<file path="config.mk">
export PLATFORM = sky130hd
export DESIGN_NAME = newton_square_root
export DESIGN_NICKNAME = d
export VERILOG_FILES = /design/src/sv/nsr_pkg.sv /design/src/sv/nsr_datapath.sv /design/src/sv/nsr_controller.sv /design/src/sv/newton_square_root.sv
export VERILOG_INCLUDE_DIRS = /design/src /design/src/sv
export SDC_FILE = /design/constraint.sdc
export NUM_CORES = 2
export LEC_CHECK = 0
export ABC_AREA = 1
export ABC_CLOCK_PERIOD_IN_PS = 12200
export BUFFER_PORTS_ARGS = -buffer_cell sky130_fd_sc_hd__buf_2
export CORE_MARGIN = 1
export CORE_UTILIZATION = 52
export CTS_BUF_LIST = sky130_fd_sc_hd__clkbuf_4
export CTS_CLUSTER_SIZE = 16
export DETAILED_ROUTE_END_ITERATION = 16
export GPL_TIMING_DRIVEN = 0
export PLACE_DENSITY = 0.73
export SKIP_CTS_REPAIR_TIMING = 1
export SYNTH_ARGS = -nofsm -noshare
export SYNTH_HDL_FRONTEND = slang
export SYNTH_SLANG_ARGS = --single-unit
</file>
<file path="constraint.sdc">
create_clock -name i_clk -period 12.2 [get_ports i_clk]
set_input_delay 2.44 -clock i_clk [delete_from_list [all_inputs] [get_ports i_clk]]
set_output_delay 2.44 -clock i_clk [all_outputs]
set_load 0.05 [all_outputs]
</file>
<file path="src/sv/newton_square_root_macros.svh">
// Assertion helpers for the square root block.
`ifndef NEWTON_SQUARE_ROOT_MACROS_SVH
`define NEWTON_SQUARE_ROOT_MACROS_SVH
`ifndef SYNTHESIS
// same-cycle implication
`define NSR_ASSERT_NOW(label, clk, rst_n, ante, cons) \
    label: assert property (@(posedge clk) disable iff (!rst_n) (ante) |-> (cons)) \
        else $error("nsr assertion failed");
// next-cycle implication
`define NSR_ASSERT_NEXT(label, clk, rst_n, ante, cons) \
    label: assert property (@(posedge clk) disable iff (!rst_n) (ante) |=> (cons)) \
        else $error("nsr assertion failed");
`else
`define NSR_ASSERT_NOW(label, clk, rst_n, ante, cons)
`define NSR_ASSERT_NEXT(label, clk, rst_n, ante, cons)
`endif
`endif

</file>
<file path="src/sv/nsr_pkg.sv">
`default_nettype none
package nsr_pkg;
    localparam int WORD_W    = 32;
    localparam int FRAC_BITS = 16;
    localparam int DVD_W     = WORD_W + FRAC_BITS;   // dividend / quotient width
    localparam int DIV_STEPS = DVD_W;                // one quotient bit per cycle
    localparam int STEP_W    = $clog2(DIV_STEPS);
    localparam int ITER_W    = 7;
    localparam int CFG_IDX_W = 1;

    localparam logic [CFG_IDX_W-1:0] CFG_MAX_ITER = 1'd0;
    localparam logic [CFG_IDX_W-1:0] CFG_STOP_TOL = 1'd1;

    localparam logic [ITER_W-1:0] MAX_ITER_RST = 7'd20;
    localparam logic [WORD_W-1:0] STOP_TOL_RST = 32'd66;
    localparam logic [WORD_W-1:0] EST_ONE      = WORD_W'(1) << FRAC_BITS;

    typedef enum logic [2:0] {
        S_IDLE,
        S_SETUP,
        S_DIV,
        S_UPDATE,
        S_SQUARE,
        S_CHECK
    } t_state;

    typedef struct packed {
        logic load;       // capture radicand, estimate = 1.0, count = 0
        logic div_start;  // load divider with radicand << FRAC_BITS
        logic div_step;   // one restoring division step
        logic update;     // estimate = (estimate + quotient) / 2
        logic square;     // register estimate^2
        logic advance;    // count one more iteration
        logic out_load;   // estimate into the output register
    } t_cmd;

    typedef struct packed {
        logic stop;       // limit reached or error below tolerance
    } t_status;
endpackage
`default_nettype wire

</file>
<file path="src/sv/nsr_datapath.sv">
`default_nettype none
module nsr_datapath
    import nsr_pkg::*;
(
    input  wire logic                 i_clk,
    input  wire logic                 i_rst_n,
    input  wire t_cmd                 i_cmd,
    output t_status                   o_status,
    input  wire logic [WORD_W-1:0]    i_radicand,
    input  wire logic                 i_cfg_valid,
    input  wire logic [CFG_IDX_W-1:0] i_cfg_index,
    input  wire logic [WORD_W-1:0]    i_cfg_data,
    output logic      [WORD_W-1:0]    o_root
);
    logic [ITER_W-1:0]   r_max_iter;
    logic [WORD_W-1:0]   r_stop_tol;
    logic [WORD_W-1:0]   r_rad;
    logic [WORD_W-1:0]   r_est;
    logic [ITER_W-1:0]   r_count;
    logic [WORD_W-1:0]   r_rem;
    logic [DVD_W-1:0]    r_dvd;      // dividend shifts out, quotient shifts in
    logic [2*WORD_W-1:0] r_sq;
    logic [WORD_W-1:0]   r_root;

    logic [WORD_W:0]     rem_sh;
    logic                q_bit;
    logic [WORD_W-1:0]   quot;
    logic [WORD_W:0]     sum;
    logic [WORD_W-1:0]   sq_sat;
    logic [WORD_W-1:0]   err;
    logic [ITER_W:0]     count_nx;

    always_ff @(posedge i_clk) begin
        if (!i_rst_n) begin
            r_max_iter <= MAX_ITER_RST;
            r_stop_tol <= STOP_TOL_RST;
        end else if (i_cfg_valid) begin
            case (i_cfg_index)
                CFG_MAX_ITER: r_max_iter <= i_cfg_data[ITER_W-1:0];
                CFG_STOP_TOL: r_stop_tol <= i_cfg_data;
                default: ;
            endcase
        end
    end

    // restoring division step
    always_comb begin
        rem_sh = {r_rem, r_dvd[DVD_W-1]};
        q_bit  = (rem_sh >= {1'b0, r_est});
    end

    always_comb begin
        if (r_est == '0) begin
            quot = '0;
        end else if (|r_dvd[DVD_W-1:WORD_W]) begin
            quot = '1;
        end else begin
            quot = r_dvd[WORD_W-1:0];
        end
        sum = {1'b0, r_est} + {1'b0, quot};
    end

    // error check from the registered square
    always_comb begin
        if (|r_sq[2*WORD_W-1:WORD_W+FRAC_BITS]) begin
            sq_sat = '1;
        end else begin
            sq_sat = r_sq[WORD_W+FRAC_BITS-1:FRAC_BITS];
        end
        err      = (r_rad >= sq_sat) ? (r_rad - sq_sat) : (sq_sat - r_rad);
        count_nx = {1'b0, r_count} + (ITER_W+1)'(1);
        o_status.stop = (count_nx >= {1'b0, r_max_iter}) || (err < r_stop_tol);
    end

    always_ff @(posedge i_clk) begin
        if (i_cmd.load) begin
            r_rad   <= i_radicand;
            r_est   <= EST_ONE;
            r_count <= '0;
        end
        if (i_cmd.div_start) begin
            r_rem <= '0;
            r_dvd <= {r_rad, FRAC_BITS'(0)};
        end else if (i_cmd.div_step) begin
            r_rem <= q_bit ? WORD_W'(rem_sh - {1'b0, r_est}) : rem_sh[WORD_W-1:0];
            r_dvd <= {r_dvd[DVD_W-2:0], q_bit};
        end
        if (i_cmd.update) begin
            r_est <= sum[WORD_W:1];
        end
        if (i_cmd.square) begin
            r_sq <= r_est * r_est;
        end
        if (i_cmd.advance) begin
            r_count <= count_nx[ITER_W-1:0];
        end
        if (i_cmd.out_load) begin
            r_root <= r_est;
        end
    end

    assign o_root = r_root;
endmodule
`default_nettype wire

</file>
<file path="src/sv/nsr_controller.sv">
`default_nettype none
`include "newton_square_root_macros.svh"
module nsr_controller
    import nsr_pkg::*;
(
    input  wire logic    i_clk,
    input  wire logic    i_rst_n,
    input  wire logic    i_s_valid,
    output logic         o_s_ready,
    output logic         o_m_valid,
    input  wire logic    i_m_ready,
    output t_cmd         o_cmd,
    input  wire t_status i_status
);
    t_state            r_state, n_state;
    logic [STEP_W-1:0] r_step, n_step;
    logic              r_out_valid, n_out_valid;
    logic              out_free;

    always_ff @(posedge i_clk) begin
        if (!i_rst_n) begin
            r_state     <= S_IDLE;
            r_step      <= '0;
            r_out_valid <= 1'b0;
        end else begin
            r_state     <= n_state;
            r_step      <= n_step;
            r_out_valid <= n_out_valid;
        end
    end

    always_comb begin
        n_state  = r_state;
        n_step   = r_step;
        o_cmd    = '0;
        out_free = !r_out_valid || i_m_ready;
        case (r_state)
            S_IDLE: begin
                if (i_s_valid) begin
                    o_cmd.load = 1'b1;
                    n_state    = S_SETUP;
                end
            end
            S_SETUP: begin
                o_cmd.div_start = 1'b1;
                n_step          = '0;
                n_state         = S_DIV;
            end
            S_DIV: begin
                o_cmd.div_step = 1'b1;
                n_step         = r_step + STEP_W'(1);
                if (r_step == STEP_W'(DIV_STEPS - 1)) begin
                    n_state = S_UPDATE;
                end
            end
            S_UPDATE: begin
                o_cmd.update = 1'b1;
                n_state      = S_SQUARE;
            end
            S_SQUARE: begin
                o_cmd.square = 1'b1;
                n_state      = S_CHECK;
            end
            S_CHECK: begin
                if (!i_status.stop) begin
                    o_cmd.advance = 1'b1;
                    n_state       = S_SETUP;
                end else if (out_free) begin
                    o_cmd.out_load = 1'b1;
                    n_state        = S_IDLE;
                end
            end
            default: n_state = S_IDLE;
        endcase
        if (o_cmd.out_load) begin
            n_out_valid = 1'b1;
        end else if (r_out_valid && i_m_ready) begin
            n_out_valid = 1'b0;
        end else begin
            n_out_valid = r_out_valid;
        end
    end

    assign o_s_ready = (r_state == S_IDLE);
    assign o_m_valid = r_out_valid;

    `NSR_ASSERT_NEXT(a_load_to_setup, i_clk, i_rst_n, o_cmd.load, r_state == S_SETUP)
    `NSR_ASSERT_NEXT(a_out_load_valid, i_clk, i_rst_n, o_cmd.out_load, r_out_valid)
    `NSR_ASSERT_NEXT(a_div_done, i_clk, i_rst_n,
        (r_state == S_DIV) && (r_step == STEP_W'(DIV_STEPS - 1)), r_state == S_UPDATE)
    `NSR_ASSERT_NOW(a_step_range, i_clk, i_rst_n, r_state == S_DIV,
        r_step <= STEP_W'(DIV_STEPS - 1))
endmodule
`default_nettype wire

</file>
<file path="src/sv/newton_square_root.sv">
// Each Newton iteration runs setup, 48 division steps, update, squaring and
// check; after the last check the root is loaded into the output register once
// that register is free. The next radicand is taken only once the result sits
// in the output register, so the single bit-serial divider works on one radicand
// at a time. Reset (synchronous, active low):
// controller idle, output empty, max_iterations = 20, stop_tolerance = 66.
`default_nettype none
module newton_square_root
    import nsr_pkg::*;
(
    input  wire logic                 i_clk,
    input  wire logic                 i_rst_n,
    // radicand input stream
    input  wire logic                 s_axis_tvalid,
    output logic                      s_axis_tready,
    input  wire logic [WORD_W-1:0]    s_axis_tdata,   // [31:0] radicand
    // root output stream
    output logic                      m_axis_tvalid,
    input  wire logic                 m_axis_tready,
    output logic      [WORD_W-1:0]    m_axis_tdata,   // [31:0] root
    // register writes: index 0 max_iterations, 1 stop_tolerance
    input  wire logic                 i_cfg_valid,
    output logic                      o_cfg_ready,
    input  wire logic [CFG_IDX_W-1:0] i_cfg_index,
    input  wire logic [WORD_W-1:0]    i_cfg_data
);
    t_cmd    cmd;
    t_status status;

    // registers are plain flops, a write is always taken
    assign o_cfg_ready = 1'b1;

    // sequencer: one word in, iterate, one word out
    nsr_controller u_ctrl (
        .i_clk     (i_clk),
        .i_rst_n   (i_rst_n),
        .i_s_valid (s_axis_tvalid),
        .o_s_ready (s_axis_tready),
        .o_m_valid (m_axis_tvalid),
        .i_m_ready (m_axis_tready),
        .o_cmd     (cmd),
        .i_status  (status)
    );

    // estimate, divider, squarer, error compare and output register
    nsr_datapath u_dp (
        .i_clk       (i_clk),
        .i_rst_n     (i_rst_n),
        .i_cmd       (cmd),
        .o_status    (status),
        .i_radicand  (s_axis_tdata),
        .i_cfg_valid (i_cfg_valid),
        .i_cfg_index (i_cfg_index),
        .i_cfg_data  (i_cfg_data),
        .o_root      (m_axis_tdata)
    );
endmodule
`default_nettype wire

</file>
# Word-level counts from Yosys, hierarchy flattened
# Cells that the tools add are included.
# W data, S select, Z words.
# classes
bitwise_logic	1
n_mux	29
magnitude_cmp	4
n_reduce_logical	16
multipliers	1
n_eq_ne	9
addsub	6
# op_table
cell	count
$mux W32	7
$mux W48	2
$sub A32 B32 Y32	3
$mul A32 B32 Y64	1
$add A32 B32 Y33	1
$ge A33 B32 Y1	1
$ge A32 B32 Y1	1
$logic_not A32 Y1	1
$lt A32 B32 Y1	1
$reduce_or A16 Y1	2
$pmux W3 S6	1
$mux W7	2
$mux W3	4
$pmux W6 S2	1
$mux W1	11
$reduce_bool A2 Y1	5
$add A7 B1 Y8 const B	1
$ge A8 B7 Y1	1
$add A6 B1 Y6 const B	1
$eq A3 B2 Y1 const B	2
$eq A3 B3 Y1 const B	2
$eq A6 B6 Y1 const B	1
$reduce_and A2 Y1	2
$eq A3 B1 Y1 const B	1
other kinds (10)	11
# totals
out_inout_bits	35
word_cells	79
register_bits	296
inputBits	70

# Logic depth before layout (Yosys ltp)
# depth
ltp_word	9
mapped_depth	36
depth_no_buf	33

# By module
# Synthesis repeated with hierarchy kept, for this count alone.
# unflattened
hier_cells	6312
area_unflattened_um2	49799.0
# modules_own_cells
mod	seq_area_each_um2	area_each_um2	cells_per_inst	instances
nsr_datapath	7236.9	49234.7	6226	1
nsr_controller	200.2	553.0	84	1
newton_square_root	0.0	11.3	2	1

# Worst setup path after synthesis
# OpenSTA, ideal clock, no wires.
# synth_path
path_type	register to register
from	register u_dp.r_est[2]
to	register u_dp.r_sq[47] (data pin)
setup_slack_ns	5.243
setup_ns	0.252
t_arrival_ns	6.705
period_less_slack_ns	6.957
n_path_buf	3
required_time_ns	11.948
stages_incl_launch_ff	28
path_cell_list	edfxtp_1 > clkbuf_1 > clkbuf_1 > clkbuf_1 > nand2_1 > fa_1 > inv_1 > fa_1 > inv_1 > fa_1 > fa_1 > inv_1 > fa_1 > inv_1 > fa_1 > inv_1 > fa_1 > fa_1 > ha_1 > nand2_1 > nor2_1 > inv_1 > nor2_1 > nand2_1 > o21ai_0 > nand2_1 > nand3_1 > nand2_1
# synth_via
elab_chain_len	1
# synth_lines
element	line_no	text
start: declaration	nsr_datapath.sv:18	logic [WORD_W-1:0] r_est;
start signal: assignment	nsr_datapath.sv:89	r_est <= sum[WORD_W:1];
$mul A32 B32 Y64	nsr_datapath.sv:92	r_sq <= r_est * r_est;
end signal: assignment	nsr_datapath.sv:92	
end: declaration	nsr_datapath.sv:22	logic [2*WORD_W-1:0] r_sq;
# No other way between the ends.
# A chain may end at the register's enable or synchronous reset.

# Final worst setup path
# layout_path
from	register u_dp.r_est[19]
to	register u_dp.r_sq[61] (data pin)
# Same word-level chain as after synthesis.

==> metrics.md <==
| Metric | Value |
|---|---|
| Worst path bufs/invs | 5 |
| Fillers | between 9,000 and 10,000 |
| Outcome | finished with violations |
| Global-route wire length before repair | about 250,000 um |
| Die W | slightly above 300 um |
| Synth cell types | 57 |
| Die area | roughly 0.097 mm2 |
| RSZ-0062 raised after global routing | false |
| Die height | 312 um |
| CTS HTree Levels | 3 |
| Row count | roughly 110 |
| Slew margin rel. | -2.25% |
| Critical-path top delay cell | buf_1 |
| Worst EP arrival | between 10 and 15 ns |
| Failing checks | max-capacitance violations, max-slew violations |
| Slew @ Worst Pin | ~1.5 ns |
| DRT Pass-1 Iters | 7 |
| Mapped Cells | between 6,000 and 7,000 |
| Post-synthesis net count | approximately 7,600 |
| Share of cells above drive strength 1 | 4.67% |
| Max-Cap Viols | 1 |
| Initial antenna violation count | 8 |
| IO buf count | between 100 and 150 |
| Layout Skew | 0.0767 ns |
| Ys flop type | edfxtp_1 |
| Family with the most delay on the worst path | adder cells |
| Setup TNS | 0 ns |
| Final WS setup | 2.43 ns |
| Final GP Congestion | approximately 1.1 |
| TritonCTS clock tree | yes |
| Flops & latches, synth | 280 |
| Average wire per standard cell | 21.3 um |
| Root Driver | clkbuf_4 |
| Vias/cell | between 5 and 6 |
| Starting Density | 52.5% |
| Ys async rst share | 0% |
| Worst-path cell chain | clkbuf_1 > buf_1 > nand2_1 > fa_1 > inv_1 > fa_1 > fa_1 > inv_1 > fa_1 > inv_1 > fa_1 > fa_1 > fa_1 > fa_1 > ha_1 > a21oi_1 > o21ai_0 > a21oi_1 > o21ai_0 > a21oi_1 > nand2_1 > xor2_1 |
| Final hold viol count | 0 |
| Vias in the first global route | 43,600 |
| Layout area overhead | 6.36% |
| Post-DP HPWL | 140,000 um |
| Final nets | a little under 8,000 |
| DR vias | roughly 43,000 |
| Gr ovfl total | 0 |
| Register area share after synthesis | between 10% and 20% |
| Setup crit end kind | flip-flop |
| # IOs | roughly 110 |
| WP data required | about 13 ns |
| CP max stage delay | about 1.1 ns |
| Pins Over Slew Limit | 11 |
| Final ANT Viol Nets | 0 |
| Final Setup Violations | 0 |
| Total length of routed wires | about 170,000 um |
| Final worst path period need | 9.77 ns |
| Clock insertion delay at the later pin of the skew report | about 0.8 ns |
| Period utilization | approximately 80% |
| Peak Freq | slightly above 100 MHz |
| FF-to-FF setup slack | about 2.4 ns |
| Drc violations | 0 |
| Core Footprint | 0.0950 mm2 |
| CP Launch Type | flip-flop |
| GRT Util Overall | about 35% |
| CTS buffer count | 70 |
| Initial DRC count | ~3,800 |
| Most used cell, CP | fa_1 |
| Synth Warn # | 0 |
| Setup CP Type | flip-flop to flip-flop |
| Multi-input logic area | between 0.03 and 0.04 mm2 |
| Class of the worst hold path | flip-flop to flip-flop |
| Longest Clk Path Bufs | 3 |
| Sequential Area | 0.00744 mm2 |
| Avg Inst Size Synth | a little under 8 um2 |
| CP Max Fanout | 10 |
| Clock tree sinks | 280 |
| CTS clock-pin slew for the worst setup and hold paths | roughly 0.07 ns |
| Mapped cell area | about 0.05 mm2 |
| Post-synth EDFFs | 183 |
| Post-Place Worst Slack | roughly 2.7 ns |
| Largest net degree at the start of global routing | between 40 and 50 |
==> metrics by stage <==
stage          hold slack, ns  utilization (%)  std cells  instance area (um2)
4_1_cts                 0.464             55.9       7799                53100
5_1_grt                 0.489             55.9       7802                53100
3_3_place_gp            0.451             54.8       7672                52000
6_report                0.462             55.9       7805                53100
2_1_floorplan           0.435                -       6304                49900
3_5_place_dp            0.454             54.9       7676                52100
==> cells in the mapped netlist, drive strengths merged, types with 16 or more instances <==
cell type,number,area [um2]
a21o,31,233
o21bai,41,312
nand4,47,294
o21ai,233,1180
o22ai,31,194
buf,41,236
fa,795,15900
edfxtp,183,5500
dfxtp,97,1940
inv,1698,6370
nand2,1251,4720
ha,465,5820
nor3,39,216
clkbuf,141,531
a21oi,361,1810
nor2,426,1640
o21a,28,210
xor2,135,1180
xnor2,27,236
nand3,142,726
a31oi,16,100
==> registers in the layout, indices dropped and copies added (netlist names) <==
register	count
u_dp.o_root	32
u_dp.r_rad	32
u_dp.r_dvd	48
u_ctrl.r_state	3
u_dp.r_sq	48
u_ctrl.r_step	6
u_dp.r_rem	32
u_dp.r_max_iter	7
u_dp.r_est	32
u_ctrl.o_m_valid	1
u_dp.r_count	7
u_dp.r_stop_tol	32
==> worst register-to-register path, delay by kind of cell, from the launching register on <==
family	cells	cell delay [ns]
fa+ha+maj	9	4.47
buf+inv	5	2.13
compound gates	5	1.24
flops	1	1.06
simple gates	2	0.43
xor+xnor	1	0.17
==> final timing paths <==
path	start	end	depth (start not counted)
hold reg to reg	u_dp.r_stop_tol[10]	u_dp.r_stop_tol[10]	2
setup reg to reg	u_dp.r_est[19]	u_dp.r_sq[61]	22
hold / removal	u_dp.r_stop_tol[10]	u_dp.r_stop_tol[10]	2
setup / recovery	u_dp.r_est[19]	u_dp.r_sq[61]	22
==> cells by family (layout without fill, tap and decap cells) <==
group | count (synthesis) | count (layout) | synth area share, %
AO/OA/AOI/OAI | 781 | 781 | 8.72
XOR/XNOR | 162 | 162 | 2.84
AND/OR/NAND/NOR | 1940 | 1940 | 15.7
adder cells (fa/ha/maj) | 1260 | 1260 | 43.5
other | 1 | 7 | 0.00751
flip-flops | 280 | 280 | 14.9
buffers and inverters | 1880 | 2110 | 14.3
==> routing by layer <==
metal	vias up	wire [um]	global-route usage, %	part of all wire (%)
met3	538	17200	8.47	10
met4	6	11000	19.5	6.6
met2	2121	74500	54.9	45
li1	19400	-	-	-
met5	-	34	0	0.020
met1	20600	63800	43.3	38
==> layout by cell type (no fill, tap or decap), types with 95 or more instances in the layout <==
cell type and n:
a21oi_1 359, buf_2 121, clkbuf_1 140, clkbuf_4 95
dfxtp_1 97, edfxtp_1 183, fa_1 795, ha_1 465
inv_1 1684, nand2_1 1246, nand3_1 139, nor2_1 412
o21ai_0 211, xor2_1 135
==> area by class of cell <==
| cell class | instances | area share [%] |
|---|---|---|
| Antenna cell | 6 | 0.0283 |
| Buffer | 182 | 1.44 |
| Clock buffer | 95 | 1.34 |
| Clock inverter | 28 | 0.429 |
| Inverter | 1698 | 12.0 |
| Multi-Input combinational cell | 4144 | 66.6 |
| Sequential cell | 280 | 14.0 |
| Tap cell | 1265 | 2.98 |
| Timing Repair Buffer | 107 | 1.14 |
Power is left out: the tool's default activity adds up to more than one toggle a clock period on the data nets, which glitch-free logic cannot reach.
